File: src/rv64im_instruction_decoder_unit_assert.svh
// ----------------------------------------------------------------------------
// rv64im_instruction_decoder_unit_assert.svh
// Assertion macros shared by the decoder RTL; empty when SYNTHESIS is set.
// ----------------------------------------------------------------------------
`ifndef RV64IM_INSTRUCTION_DECODER_UNIT_ASSERT_SVH
`define RV64IM_INSTRUCTION_DECODER_UNIT_ASSERT_SVH

`ifndef SYNTHESIS
// same-cycle implication
`define RVD_ASSERT_IMP(lbl, clk, rst_n, ante, cons) \
    lbl: assert property (@(posedge clk) disable iff (!(rst_n)) (ante) |-> (cons)) \
        else $error("rvd assertion failed");
// next-cycle implication
`define RVD_ASSERT_NXT(lbl, clk, rst_n, ante, cons) \
    lbl: assert property (@(posedge clk) disable iff (!(rst_n)) (ante) |=> (cons)) \
        else $error("rvd assertion failed");
`else
`define RVD_ASSERT_IMP(lbl, clk, rst_n, ante, cons)
`define RVD_ASSERT_NXT(lbl, clk, rst_n, ante, cons)
`endif

`endif

File: src/rvd_pkg.sv
// ----------------------------------------------------------------------------
// rvd_pkg
// Types, instruction numbers and lookup tables for the RV64IM decoder.
// ----------------------------------------------------------------------------
`timescale 1ns / 1ps
`default_nettype none

package rvd_pkg;

    typedef logic [31:0] t_word;
    typedef logic [6:0]  t_num;
    typedef logic [4:0]  t_reg;

    typedef enum logic [2:0] {
        FMT_NONE = 3'd0,
        FMT_R    = 3'd1,
        FMT_I    = 3'd2,
        FMT_U    = 3'd3,
        FMT_S    = 3'd4,
        FMT_B    = 3'd5,
        FMT_J    = 3'd6,
        FMT_CSR  = 3'd7
    } t_fmt;

    // major opcodes
    localparam logic [6:0] OPC_LUI    = 7'h37;
    localparam logic [6:0] OPC_AUIPC  = 7'h17;
    localparam logic [6:0] OPC_LOAD   = 7'h03;
    localparam logic [6:0] OPC_STORE  = 7'h23;
    localparam logic [6:0] OPC_IMM    = 7'h13;
    localparam logic [6:0] OPC_IMM_W  = 7'h1B;
    localparam logic [6:0] OPC_REG    = 7'h33;
    localparam logic [6:0] OPC_REG_W  = 7'h3B;
    localparam logic [6:0] OPC_JAL    = 7'h6F;
    localparam logic [6:0] OPC_JALR   = 7'h67;
    localparam logic [6:0] OPC_BRANCH = 7'h63;
    localparam logic [6:0] OPC_SYSTEM = 7'h73;
    localparam logic [6:0] OPC_TRAP   = 7'h6B;

    localparam logic [6:0] F7_BASE = 7'h00;
    localparam logic [6:0] F7_ALT  = 7'h20;
    localparam logic [6:0] F7_MUL  = 7'h01;

    localparam t_word WORD_ECALL = 32'h0000_0073;
    localparam t_word WORD_MRET  = 32'h3020_0073;

    // instruction numbers
    localparam t_num N_INVALID = 7'd0;
    localparam t_num N_SRAI    = 7'd2;
    localparam t_num N_SUB     = 7'd11;
    localparam t_num N_SRA     = 7'd14;
    localparam t_num N_MUL     = 7'd18;
    localparam t_num N_SLT     = 7'd26;
    localparam t_num N_SLTU    = 7'd27;
    localparam t_num N_ADDIW   = 7'd28;
    localparam t_num N_SLLIW   = 7'd29;
    localparam t_num N_SRLIW   = 7'd30;
    localparam t_num N_SRAIW   = 7'd31;
    localparam t_num N_ADDW    = 7'd32;
    localparam t_num N_SUBW    = 7'd33;
    localparam t_num N_SLLW    = 7'd34;
    localparam t_num N_SRLW    = 7'd35;
    localparam t_num N_SRAW    = 7'd36;
    localparam t_num N_MULW    = 7'd37;
    localparam t_num N_DIVW    = 7'd38;
    localparam t_num N_SB      = 7'd49;
    localparam t_num N_CSRRW   = 7'd59;
    localparam t_num N_LUI     = 7'd62;
    localparam t_num N_AUIPC   = 7'd63;
    localparam t_num N_JAL     = 7'd64;
    localparam t_num N_JALR    = 7'd65;
    localparam t_num N_ECALL   = 7'd66;
    localparam t_num N_MRET    = 7'd67;
    localparam t_num N_TRAP    = 7'd68;

    // tables indexed by funct3
    localparam t_num OP_IMM_NUM [8] = '{7'd3, 7'd4, 7'd8, 7'd9, 7'd5, 7'd1, 7'd6, 7'd7};
    localparam t_num OP_REG_NUM [8] = '{7'd10, 7'd12, 7'd26, 7'd27, 7'd15, 7'd13,
                                        7'd16, 7'd17};
    localparam t_num LOAD_NUM   [8] = '{7'd42, 7'd44, 7'd46, 7'd48, 7'd43, 7'd45,
                                        7'd47, 7'd0};
    localparam t_num BRANCH_NUM [8] = '{7'd53, 7'd54, 7'd0, 7'd0, 7'd55, 7'd56,
                                        7'd57, 7'd58};

    typedef struct packed {
        logic  valid;
        t_word word;
        t_num  num;
        t_fmt  fmt;
    } t_dec;

endpackage

`default_nettype wire

File: src/rvd_classify.sv
// ----------------------------------------------------------------------------
// rvd_classify
// Pattern match stage: instruction number and operand format, registered.
// ----------------------------------------------------------------------------
`timescale 1ns / 1ps
`default_nettype none

module rvd_classify (
    input  wire logic         i_clk,
    input  wire logic         i_rst_n,
    input  wire logic         i_valid,
    input  wire rvd_pkg::t_word i_word,
    output rvd_pkg::t_dec     o_dec
);
    import rvd_pkg::*;

    logic [6:0] opc;
    logic [2:0] f3;
    logic [6:0] f7;
    logic       b30;
    t_num       num;
    t_fmt       fmt;
    t_dec       r_dec;
    t_dec       n_dec;

    assign opc = i_word[6:0];
    assign f3  = i_word[14:12];
    assign f7  = i_word[31:25];
    assign b30 = i_word[30];

    always_comb begin
        num = N_INVALID;
        fmt = FMT_NONE;
        unique case (opc)
            OPC_LUI: begin
                num = N_LUI;
                fmt = FMT_U;
            end
            OPC_AUIPC: begin
                num = N_AUIPC;
                fmt = FMT_U;
            end
            OPC_LOAD: begin
                num = LOAD_NUM[f3];
                fmt = FMT_I;
            end
            OPC_STORE: begin
                num = f3[2] ? N_INVALID : N_SB + t_num'(f3);
                fmt = FMT_S;
            end
            OPC_IMM: begin
                num = (f3 == 3'd5 && b30) ? N_SRAI : OP_IMM_NUM[f3];
                fmt = FMT_I;
            end
            OPC_IMM_W: begin
                fmt = FMT_I;
                case (f3)
                    3'd0:    num = N_ADDIW;
                    3'd1:    num = N_SLLIW;
                    3'd5:    num = b30 ? N_SRAIW : N_SRLIW;
                    default: num = N_INVALID;
                endcase
            end
            OPC_REG: begin
                fmt = FMT_R;
                if (f7 == F7_BASE) begin
                    num = OP_REG_NUM[f3];
                end else if (f7 == F7_ALT && f3 == 3'd0) begin
                    num = N_SUB;
                end else if (f7 == F7_ALT && f3 == 3'd5) begin
                    num = N_SRA;
                end else if (f7 == F7_MUL) begin
                    num = N_MUL + t_num'(f3);
                end else if (f3 == 3'd2) begin
                    num = N_SLT;
                end else if (f3 == 3'd3) begin
                    num = N_SLTU;
                end
            end
            OPC_REG_W: begin
                fmt = FMT_R;
                if (f7 == F7_BASE) begin
                    case (f3)
                        3'd0:    num = N_ADDW;
                        3'd1:    num = N_SLLW;
                        3'd5:    num = N_SRLW;
                        default: num = N_INVALID;
                    endcase
                end else if (f7 == F7_ALT) begin
                    case (f3)
                        3'd0:    num = N_SUBW;
                        3'd1:    num = N_SLLW;
                        3'd5:    num = N_SRAW;
                        default: num = N_INVALID;
                    endcase
                end else if (f3 == 3'd1) begin
                    num = N_SLLW;
                end else if (f7 == F7_MUL) begin
                    if (f3 == 3'd0) begin
                        num = N_MULW;
                    end else if (f3[2]) begin
                        num = N_DIVW + t_num'(f3[1:0]);
                    end
                end
            end
            OPC_JAL: begin
                num = N_JAL;
                fmt = FMT_J;
            end
            OPC_JALR: begin
                num = N_JALR;
                fmt = FMT_I;
            end
            OPC_BRANCH: begin
                num = BRANCH_NUM[f3];
                fmt = FMT_B;
            end
            OPC_SYSTEM: begin
                if (i_word == WORD_ECALL) begin
                    num = N_ECALL;
                end else if (i_word == WORD_MRET) begin
                    num = N_MRET;
                end else begin
                    fmt = FMT_CSR;
                    num = (f3 >= 3'd1 && f3 <= 3'd3) ? N_CSRRW + t_num'(f3) - 7'd1
                                                     : N_INVALID;
                end
            end
            OPC_TRAP: begin
                num = N_TRAP;
            end
            default: begin
                num = N_INVALID;
            end
        endcase
        if (num == N_INVALID) begin
            fmt = FMT_NONE;
        end
    end

    always_comb begin
        n_dec.valid = i_valid;
        n_dec.word  = i_word;
        n_dec.num   = num;
        n_dec.fmt   = fmt;
    end

    always_ff @(posedge i_clk) begin
        if (!i_rst_n) begin
            r_dec.valid <= 1'b0;
        end else begin
            r_dec.valid <= n_dec.valid;
        end
        r_dec.word <= n_dec.word;
        r_dec.num  <= n_dec.num;
        r_dec.fmt  <= n_dec.fmt;
    end

    assign o_dec = r_dec;

endmodule

`default_nettype wire

File: src/rvd_fields.sv
// ----------------------------------------------------------------------------
// rvd_fields
// Operand stage: register indices, immediate, CSR address, output registers.
// ----------------------------------------------------------------------------
`timescale 1ns / 1ps
`default_nettype none

module rvd_fields (
    input  wire logic            i_clk,
    input  wire logic            i_rst_n,
    input  wire rvd_pkg::t_dec   i_dec,
    output logic                 o_valid,
    output rvd_pkg::t_num        o_instr_number,
    output logic [2:0]           o_operand_format,
    output rvd_pkg::t_reg        o_src1_index,
    output rvd_pkg::t_reg        o_src2_index,
    output rvd_pkg::t_reg        o_dest_index,
    output logic signed [31:0]   o_immediate,
    output logic [11:0]          o_csr_address,
    output logic                 o_dest_discard
);
    import rvd_pkg::*;

    t_word       w;
    t_reg        rd;
    t_reg        rs1;
    t_reg        rs2;
    t_reg        n_s1;
    t_reg        n_s2;
    t_reg        n_d;
    logic [31:0] n_imm;
    logic [11:0] n_csr;
    logic        has_dest;

    logic        r_valid;
    t_num        r_num;
    t_fmt        r_fmt;
    t_reg        r_s1;
    t_reg        r_s2;
    t_reg        r_d;
    logic [31:0] r_imm;
    logic [11:0] r_csr;
    logic        r_discard;

    assign w   = i_dec.word;
    assign rd  = w[11:7];
    assign rs1 = w[19:15];
    assign rs2 = w[24:20];

    always_comb begin
        n_s1     = '0;
        n_s2     = '0;
        n_d      = '0;
        n_imm    = '0;
        n_csr    = '0;
        has_dest = 1'b0;
        unique case (i_dec.fmt)
            FMT_R: begin
                n_s1     = rs1;
                n_s2     = rs2;
                n_d      = rd;
                has_dest = 1'b1;
            end
            FMT_I: begin
                n_s1     = rs1;
                n_d      = rd;
                n_imm    = {{20{w[31]}}, w[31:20]};
                has_dest = 1'b1;
            end
            FMT_U: begin
                n_d      = rd;
                n_imm    = {w[31:12], 12'b0};
                has_dest = 1'b1;
            end
            FMT_S: begin
                n_s1     = rs1;
                n_s2     = rs2;
                n_d      = rs2;
                n_imm    = {{20{w[31]}}, w[31:25], w[11:7]};
                has_dest = 1'b1;
            end
            FMT_B: begin
                n_s1  = rs1;
                n_s2  = rs2;
                n_imm = {{19{w[31]}}, w[31], w[7], w[30:25], w[11:8], 1'b0};
            end
            FMT_J: begin
                n_d      = rd;
                n_imm    = {{11{w[31]}}, w[31], w[19:12], w[20], w[30:21], 1'b0};
                has_dest = 1'b1;
            end
            FMT_CSR: begin
                n_s1     = rs1;
                n_d      = rd;
                n_csr    = w[31:20];
                has_dest = 1'b1;
            end
            default: begin
                has_dest = 1'b0;
            end
        endcase
    end

    always_ff @(posedge i_clk) begin
        if (!i_rst_n) begin
            r_valid <= 1'b0;
        end else begin
            r_valid <= i_dec.valid;
        end
        r_num     <= i_dec.num;
        r_fmt     <= i_dec.fmt;
        r_s1      <= n_s1;
        r_s2      <= n_s2;
        r_d       <= n_d;
        r_imm     <= n_imm;
        r_csr     <= n_csr;
        r_discard <= has_dest && (n_d == '0);
    end

    assign o_valid          = r_valid;
    assign o_instr_number   = r_num;
    assign o_operand_format = r_fmt;
    assign o_src1_index     = r_s1;
    assign o_src2_index     = r_s2;
    assign o_dest_index     = r_d;
    assign o_immediate      = r_imm;
    assign o_csr_address    = r_csr;
    assign o_dest_discard   = r_discard;

endmodule

`default_nettype wire

File: src/rv64im_instruction_decoder_unit.sv
// ----------------------------------------------------------------------------
// rv64im_instruction_decoder_unit
// RV64IM instruction decoder, three register stages.
//
// Request channel: drive i_instr_word and pulse start; a request is taken at
// any rising edge with start high and busy low. busy is tied low, so a new
// word may be issued every cycle.
// Result channel: o_valid is high for exactly one cycle per request, with the
// instruction number, operand format, register indices, immediate, CSR
// address and discard flag on the o_ ports during that cycle.
// Each request passes the input register, the pattern match register and the
// operand register, in that order.
// Throughput: one request per cycle; every stage advances each cycle.
// Results come out in request order. The receiver cannot stall, so no stage
// ever holds back.
// Reset (i_rst_n low at a clock edge) clears all stage valid bits; requests
// in flight are dropped and o_valid is low from the next cycle.
// ----------------------------------------------------------------------------
`timescale 1ns / 1ps
`default_nettype none

`include "rv64im_instruction_decoder_unit_assert.svh"

module rv64im_instruction_decoder_unit (
    input  wire logic            i_clk,
    input  wire logic            i_rst_n,
    input  wire logic            start,
    input  wire rvd_pkg::t_word  i_instr_word,
    output logic                 busy,
    output logic                 o_valid,
    output rvd_pkg::t_num        o_instr_number,
    output logic [2:0]           o_operand_format,
    output rvd_pkg::t_reg        o_src1_index,
    output rvd_pkg::t_reg        o_src2_index,
    output rvd_pkg::t_reg        o_dest_index,
    output logic signed [31:0]   o_immediate,
    output logic [11:0]          o_csr_address,
    output logic                 o_dest_discard
);
    import rvd_pkg::*;

    logic  r_in_valid;
    t_word r_in_word;
    logic  n_in_valid;
    t_dec  dec;

    assign busy       = 1'b0;
    assign n_in_valid = start && !busy;

    always_ff @(posedge i_clk) begin
        if (!i_rst_n) begin
            r_in_valid <= 1'b0;
        end else begin
            r_in_valid <= n_in_valid;
        end
        r_in_word <= i_instr_word;
    end

    rvd_classify u_classify (
        .i_clk   (i_clk),
        .i_rst_n (i_rst_n),
        .i_valid (r_in_valid),
        .i_word  (r_in_word),
        .o_dec   (dec)
    );

    rvd_fields u_fields (
        .i_clk            (i_clk),
        .i_rst_n          (i_rst_n),
        .i_dec            (dec),
        .o_valid          (o_valid),
        .o_instr_number   (o_instr_number),
        .o_operand_format (o_operand_format),
        .o_src1_index     (o_src1_index),
        .o_src2_index     (o_src2_index),
        .o_dest_index     (o_dest_index),
        .o_immediate      (o_immediate),
        .o_csr_address    (o_csr_address),
        .o_dest_discard   (o_dest_discard)
    );

    `RVD_ASSERT_NXT(a_stage_follow, i_clk, i_rst_n, dec.valid, o_valid)
    `RVD_ASSERT_IMP(a_invalid_clean, i_clk, i_rst_n, o_valid && o_instr_number == N_INVALID, o_operand_format == FMT_NONE && o_dest_discard == 1'b0 && o_immediate == 32'sd0)
    `RVD_ASSERT_IMP(a_branch_no_dest, i_clk, i_rst_n, o_valid && o_operand_format == FMT_B, o_dest_index == '0 && !o_dest_discard && o_csr_address == '0)
    `RVD_ASSERT_IMP(a_csr_no_imm, i_clk, i_rst_n, o_valid && o_operand_format == FMT_CSR, o_immediate == 32'sd0 && o_src2_index == '0)

endmodule

`default_nettype wire

File: config.mk
export PLATFORM = sky130hd
export DESIGN_NAME = rv64im_instruction_decoder_unit
export DESIGN_NICKNAME = d
export VERILOG_FILES = /design/src/rvd_pkg.sv /design/src/rvd_classify.sv /design/src/rvd_fields.sv /design/src/rv64im_instruction_decoder_unit.sv
export VERILOG_INCLUDE_DIRS = /design/src /design/src/src
export SDC_FILE = /design/constraint.sdc
export NUM_CORES = 1
export LEC_CHECK = 0
export BUFFER_PORTS_ARGS = -buffer_cell sky130_fd_sc_hd__buf_2
export CAP_MARGIN = 15
export CORE_MARGIN = 4
export CORE_UTILIZATION = 30
export CTS_BUF_LIST = sky130_fd_sc_hd__clkbuf_4
export CTS_CLUSTER_DIAMETER = 120
export CTS_CLUSTER_SIZE = 20
export DETAILED_ROUTE_END_ITERATION = 6
export PLACE_DENSITY = 0.47
export SLEW_MARGIN = 25
export SYNTH_ARGS = -nofsm -noshare
export SYNTH_HDL_FRONTEND = slang
export SYNTH_SLANG_ARGS = --single-unit
File: constraint.sdc
create_clock -name i_clk -period 2.9 [get_ports i_clk]
set_clock_uncertainty 0.05 [all_clocks]
set_input_delay 0.435 -clock i_clk [delete_from_list [all_inputs] [get_ports i_clk]]
set_output_delay 0.435 -clock i_clk [all_outputs]
set_load 0.05 [all_outputs]
=== Word-level counts from Yosys, hierarchy flattened ===
Memory sizes are Yosys's and may differ from the RTL's.
Cells that the tools add are included.

* ROM bits: 224
* Output and inout bits: 72
* Memories kept: 4
* Logic and storage cells: 108
* Input port bits: 35
* Flip-flop bits (word level): 147

{| class="wikitable"
|+ Memory list
! memory !! words !! width !! read ports !! clocked after Yosys merged registers in !! wr ports !! RTL line !! source
|-
| (no name shown) || 8 || 7 || 1 || 0 || 0 || rvd_classify.sv:67 || <nowiki>num = OP_REG_NUM[f3];</nowiki>
|-
| (no name shown) || 8 || 7 || 1 || 0 || 0 || rvd_classify.sv:44 || <nowiki>num = LOAD_NUM[f3];</nowiki>
|-
| (no name shown) || 8 || 7 || 1 || 0 || 0 || rvd_classify.sv:115 || <nowiki>num = BRANCH_NUM[f3];</nowiki>
|-
| (no name shown) || 8 || 7 || 1 || 0 || 0 || rvd_classify.sv:52 || <nowiki>num = (f3 == 3'd5 && b30) ? N_SRAI : OP_IMM_NUM[f3];</nowiki>
|}

* Reduce and logical (&&, ||, !) cells: 16
* Multiplexer cells: 36
* Bitwise gates (word level): 1
* Order comparisons: 3
* Equal/unequal tests: 28
* $add $sub $neg: 5

{| class="wikitable"
|+ Operator list
! operator !! number
|-
| 2-to-1 mux 7 bit || 24
|-
| one-hot mux 32 bit (5 select lines) || 1
|-
| one-hot mux 7 bit (13 select lines) || 1
|-
| one-hot mux 6 bit (3 select lines) || 2
|-
| == test 7 x 6 -> 1 bit, second input constant || 5
|-
| == test 7 bit, second input constant || 5
|-
| == test 32 x 30 -> 1 bit, second input constant || 1
|-
| == test 32 x 7 -> 1 bit, second input constant || 1
|-
| == test 7 x 5 -> 1 bit, second input constant || 3
|-
| one-hot mux 3 bit (7 select lines) || 1
|-
| one-hot mux 7 bit (3 select lines) || 1
|-
| == test 3 bit, second input constant || 5
|-
| adder 6 x 3 -> 7 bit, first input constant || 2
|-
| zero test 7 bit || 2
|-
| == test 3 x 2 -> 1 bit, second input constant || 4
|-
| one-hot mux 5 bit (2 select lines) || 1
|-
| OR reduction 5 bit || 2
|-
| adder 6 x 2 -> 7 bit, first input constant || 1
|-
| == test 7 x 1 -> 1 bit, second input constant || 1
|-
| == test 7 x 2 -> 1 bit, second input constant || 1
|-
| subtractor 7 x 1 -> 7 bit, second input constant || 1
|-
| adder 5 x 3 -> 6 bit, first input constant || 1
|-
| == test 3 x 1 -> 1 bit, second input constant || 2
|-
| 2-to-1 mux 3 bit || 2
|-
| other kinds (13) || 19
|}

=== Longest topological paths before layout ===
* Depth in word-level cells: 9
* Depth in mapped cells: 10
* Depth with buffers taken out: 9

=== Modules after synthesis ===
From an unflattened synthesis, not the netlist that was laid out.

* Cells, all modules: 468
* Area, all modules: 5207.5 µm²

{| class="wikitable"
|+ By module, submodules not included
! module !! area each (µm²) !! instances !! cells an instance !! sequential area each (µm²)
|-
| rvd_classify || 2417.3 || 1 || 265 || 860.8
|-
| rvd_fields || 2112.0 || 1 || 167 || 1421.4
|-
| rv64im_instruction_decoder_unit || 678.2 || 1 || 36 || 660.6
|}

=== Worst setup path before layout ===
Ideal clock, no wire load.

* Path type: reg-to-reg
* Start: register r_in_word[13]
* End: register u_classify.r_dec, in the netlist u_classify.o_dec[0]
* Clock period less this slack: 2752 ps
* Cell stages (with the launch flop): 10
* Required time: 2719 ps
* Setup slack: 148 ps
* Arrival time: 2571 ps
* Setup time: 131 ps
* Buffers on the path: 0
* Cell sequence: dfxtp_1 > inv_1 > ha_1 > nor2b_1 > o211ai_1 > a21oi_1 > or4b_1 > a311o_1 > nor3_4 > a21oi_1

* Longest elaborated chain between the ends: 9
* Elaborated cells on any way between the ends: 56
* Classes of those cells: add/sub (5); order compare (2); eq/ne (6); mux (32); bitwise (1); reduce/logical (6); memory (4)

{| class="wikitable"
|+ RTL lines
! item !! RTL line !! source
|-
| start: declaration || rv64im_instruction_decoder_unit.sv:43 || <nowiki>t_word r_in_word;</nowiki>
|-
| start signal: assignment || rv64im_instruction_decoder_unit.sv:56 || <nowiki>r_in_word <= i_instr_word;</nowiki>
|-
| branches (longest 7 deep; another with adder 6 x 3 -> 7 bit) || -- ||
|-
| one-hot mux 7 bit (13 select lines) (*) || rvd_classify.sv:34 || <nowiki>unique case (opc)</nowiki>
|-
| via u_classify.num[2] || rvd_classify.sv:21 || <nowiki>t_num num;</nowiki>
|-
| zero test 7 bit (*) || rvd_classify.sv:136 || <nowiki>if (num == N_INVALID) begin</nowiki>
|-
| end: declaration || rvd_classify.sv:23 || <nowiki>t_dec r_dec;</nowiki>
|}

Mark *: on every way through the listed nets, which the timed path passes. The select of a mux whose other input is x is not followed.
A chain may end at the register's enable or synchronous reset.

=== Worst setup path in the final report ===
* Start: register r_in_word[29]
* End: register u_classify.r_dec, in the netlist u_classify.o_dec[2]

* Longest elaborated chain between the ends: 7
* Elaborated cells on any way between the ends: 22
* Classes of those cells: eq/ne (4); mux (14); reduce/logical (4)

{| class="wikitable"
|+ RTL lines
! item !! RTL line !! source
|-
| == test 7 x 1 -> 1 bit or == test 7 x 6 -> 1 bit (tied branches) || -- ||
|-
| 2-to-1 mux 7 bit, or another cell as far along || rvd_classify.sv:98 || <nowiki>end else if (f7 == F7_MUL) begin</nowiki>
|-
| 2-to-1 mux 7 bit (on tied branches) || rvd_classify.sv:96, rvd_classify.sv:70 ||
|-
| 2-to-1 mux 7 bit (on tied branches) || rvd_classify.sv:89, rvd_classify.sv:68 ||
|-
| 2-to-1 mux 7 bit (on tied branches) || rvd_classify.sv:82, rvd_classify.sv:66 ||
|-
| one-hot mux 7 bit (13 select lines) (*) || rvd_classify.sv:34 ||
|-
| via u_classify.num[1] || rvd_classify.sv:21 ||
|-
| zero test 7 bit (*) || rvd_classify.sv:136 ||
|}

Mark *: on every way through the listed nets, which the timed path passes. The rest lies on a longest branch.

==> qor.txt <==
Setup bufs post-CTS = 0
Via density = 4.656
Achievable clock frequency = 377.9 MHz
Number of inserted diodes = 0
Cell Area, Placed = 5868 um2
Clk_lat worst skew = 520 ps
DR WL/cell = 15.75 um
DIE HEIGHT = 136.3 um
Synth unique cells = 61
Crit-path max FO = 6
Global-route usage over all layers = 15.16%
Final ANT Viol Nets = 0
Crit. End Element = flop
Die ar. = 18580 um2
Final Max Slew Viols = 0
Post-synthesis sequential area ratio = 56.74%
Worst min-delay path category = in2reg
Hold WS = 92.02 ps
CP dominant cell by count = o21ai_0
Yosys reg bits = 140
Hpwl dp = 10480 um
Largest net degree at the start of global routing = 20
Vias in the first global route = 4114
Crit path largest cell delay = 710 ps
Syn Area/Cell = 10.16 um2
Multi-input logic area = 2017 um2
Syn Nets = 535
PortBufs = 105
CP Cell Sequence = or4_1 -> nor2_1 -> o21ai_0 -> o21ai_0 -> o211ai_1 -> buf_4 -> nor3_4 -> a21oi_1
Worst setup SP type = flop
Fin cells = 879
Fin. Hold Viols = 0
Rel. slew slack = 54.28%
Global-route wire length before repair = 21600 um
CTS Buffer Depth = 2
CTS tree = done
Dpl cells = 815
Pwr Density = 577.3 nW/um2
Design area = 6551 um2
Root Buffer = clkbuf_4
CP delay by family, top = simple AND/OR/NAND/NOR gates
Cell area after synthesis = 4940 um2
CP bufs+invs = 1
CP Class = reg2reg
Yosys Warn Count = 0
H-Tree Depth = 4
Final wirelength = 13850 um
Share of cells above drive strength 1 = 26.85%
Die span in x = 136.3 um
Post-synth ARST share = 0%
Status = completed
Initial Util = 30.87%
Fin nets = 700
Main synth FF type = dfxtp_1
Fin util = 40.94%
Core ar. = 16000 um2
Leak = 0.003080 uW
Storage cell area = 2803 um2
Setup TNS = 0 ps
Period utilization = 91.25%
DR vias = 4093
Syn Inst Count = 486
Max-cap violation count = 0
Drt pass-1 iters = 5
Final setup fails = 0
Fillers = 1628
Ports = 107
Area Growth Syn to Fin = 32.62%
Worst-margin pin slew = 684.4 ps
Final Wtd Congestion = 0.9007
Clk sink count = 140
Initial drt markers = 225
Maximum VDD drop = 0.1986 mV
Remaining DRCs = 0
Initial antenna violation count = 0
TritonCTS Buffers = 17
Clock period minus worst slack = 2646 ps
Critical Path RT = 3230 ps
Critical path arrival = 2980 ps
RSZ-0062 raised after global routing = no
Number of synthesized flops with an enable pin = 0
Rows = 46
Congestion Overflow GR = 0
Clock-pin slew on the worst setup and hold paths = 100 ps
Worst path slowest cell = or4_1
-- per-layer routing --
metal  vias to the layer above  GRT usage [%]  share of wire, %
li1                       2045              -                 -
met1                      1916          18.83                44
met2                       117          25.45                49
met3                        15          4.108               5.3
met4                         0          5.039               1.6
met5                         -              0                 0
-- timing repair --
action,CTS,global route
hold buffers,33,0
hold endpoints to repair,33,0
gates resized for setup,0,2
setup endpoints to repair,0,3
-- state kept, by name, indices dropped and copies added (netlist names), 3 cells and up --
name and count:
u_fields.o_immediate 32, u_fields.o_operand_format 3, u_classify.o_dec 36, u_fields.o_csr_address 12, u_fields.o_instr_number 7, u_fields.o_src1_index 5
u_fields.o_dest_index 5, r_in_word 32, u_fields.o_src2_index 5
-- where the power goes --
part | total (uW) | leakage [uW] | internal [uW] | switching [uW]
clock | 1450 | 0.000181 | 797 | 657
combinational | 300 | 0.00175 | 127 | 173
sequential | 2030 | 0.00115 | 1980 | 46.0
-- per-stage QoR --
| step | setup slack (ps) | power [uW] |
|---|---|---|
| 4_1_cts | 127.5 | 3842 |
| 6_report | 253.8 | 3782 |
| 3_5_place_dp | 177.9 | 2336 |
| 5_1_grt | 2.954 | 3966 |
| 2_1_floorplan | 147.6 | 2225 |
| 3_3_place_gp | 258.6 | 2338 |
-- layout make-up --
class	count	share of cell area, %
flip-flops and latches	140	42.78
multi-input cells	315	30.79
repair buffers	169	16.62
well taps	216	4.125
clock inverters	11	2.941
clock buffers	20	2.292
inverters	8	0.4584
-- layout by cell type, fill, tap and decap left out, types with 3 or more instances in the layout --
cell type / synthesis / routed
dfxtp_1: 140 / 140
buf_2: 2 / 105
nand2_1: 46 / 46
and2_1: 35 / 35
dlygate4sd3_1: 0 / 33
buf_4: 1 / 31
a21oi_1: 28 / 28
nor2_1: 23 / 23
o21ai_0: 21 / 21
clkbuf_4: 0 / 20
nor2b_1: 17 / 17
a21o_1: 14 / 14
ha_1: 14 / 14
o211ai_1: 11 / 11
inv_1: 8 / 8
a211oi_1: 8 / 8
a22o_1: 7 / 7
nor3_1: 9 / 7
nor4_1: 5 / 5
nand4_1: 5 / 5
nand2b_1: 5 / 5
bufinv_16: 0 / 5
o21bai_1: 4 / 4
and3_1: 4 / 4
nand3_1: 4 / 4
o22ai_1: 4 / 4
nor3b_1: 3 / 3
-- cell usage after synthesis (all sizes together), types with 3 or more instances --
library cell	count	area (um2)
dfxtp	140	2803
nand2	46	172.7
and2	35	219.0
a21oi	28	140.1
nor2	24	106.4
o21ai	21	105.1
clkbuf	19	71.32
nor2b	17	106.4
a21o	14	105.1
ha	14	175.2
o211ai	11	82.58
nor3	10	61.31
a211oi	8	60.06
a22o	8	71.32
inv	8	30.03
nand2b	5	31.28
nand4	5	31.28
nor4	5	31.28
and3	4	25.02
buf	4	28.78
nand3	4	20.02
o21bai	4	30.03
o22ai	4	25.02
nor3b	3	22.52
or3	3	21.27
-- cell families after synthesis --
| group | share of synthesized area, % |
|---|---|
| other | 0.07591 |
| adder cells (fa/ha/maj) | 3.546 |
| multiplexers | 0.2026 |
| AO/OA/AOI/OAI | 16.57 |
| AND/OR/NAND/NOR | 20.06 |
| XOR/XNOR | 0.1773 |
| flip-flops | 56.74 |
| buffers and inverters | 2.634 |
-- path summary, 6_finish.rpt --
kind                       startpoint                    endpoint  slack, ps  depth (start not counted)
setup / recovery        r_in_word[29]         u_classify.o_dec[2]        250                          8
hold / removal                i_rst_n        u_classify.o_dec[42]         90                          2
setup reg to reg        r_in_word[29]         u_classify.o_dec[2]        250                          8
hold reg to reg   u_classify.o_dec[8]  u_fields.o_instr_number[5]        280                          0
(Power assumes the default switching activity.)
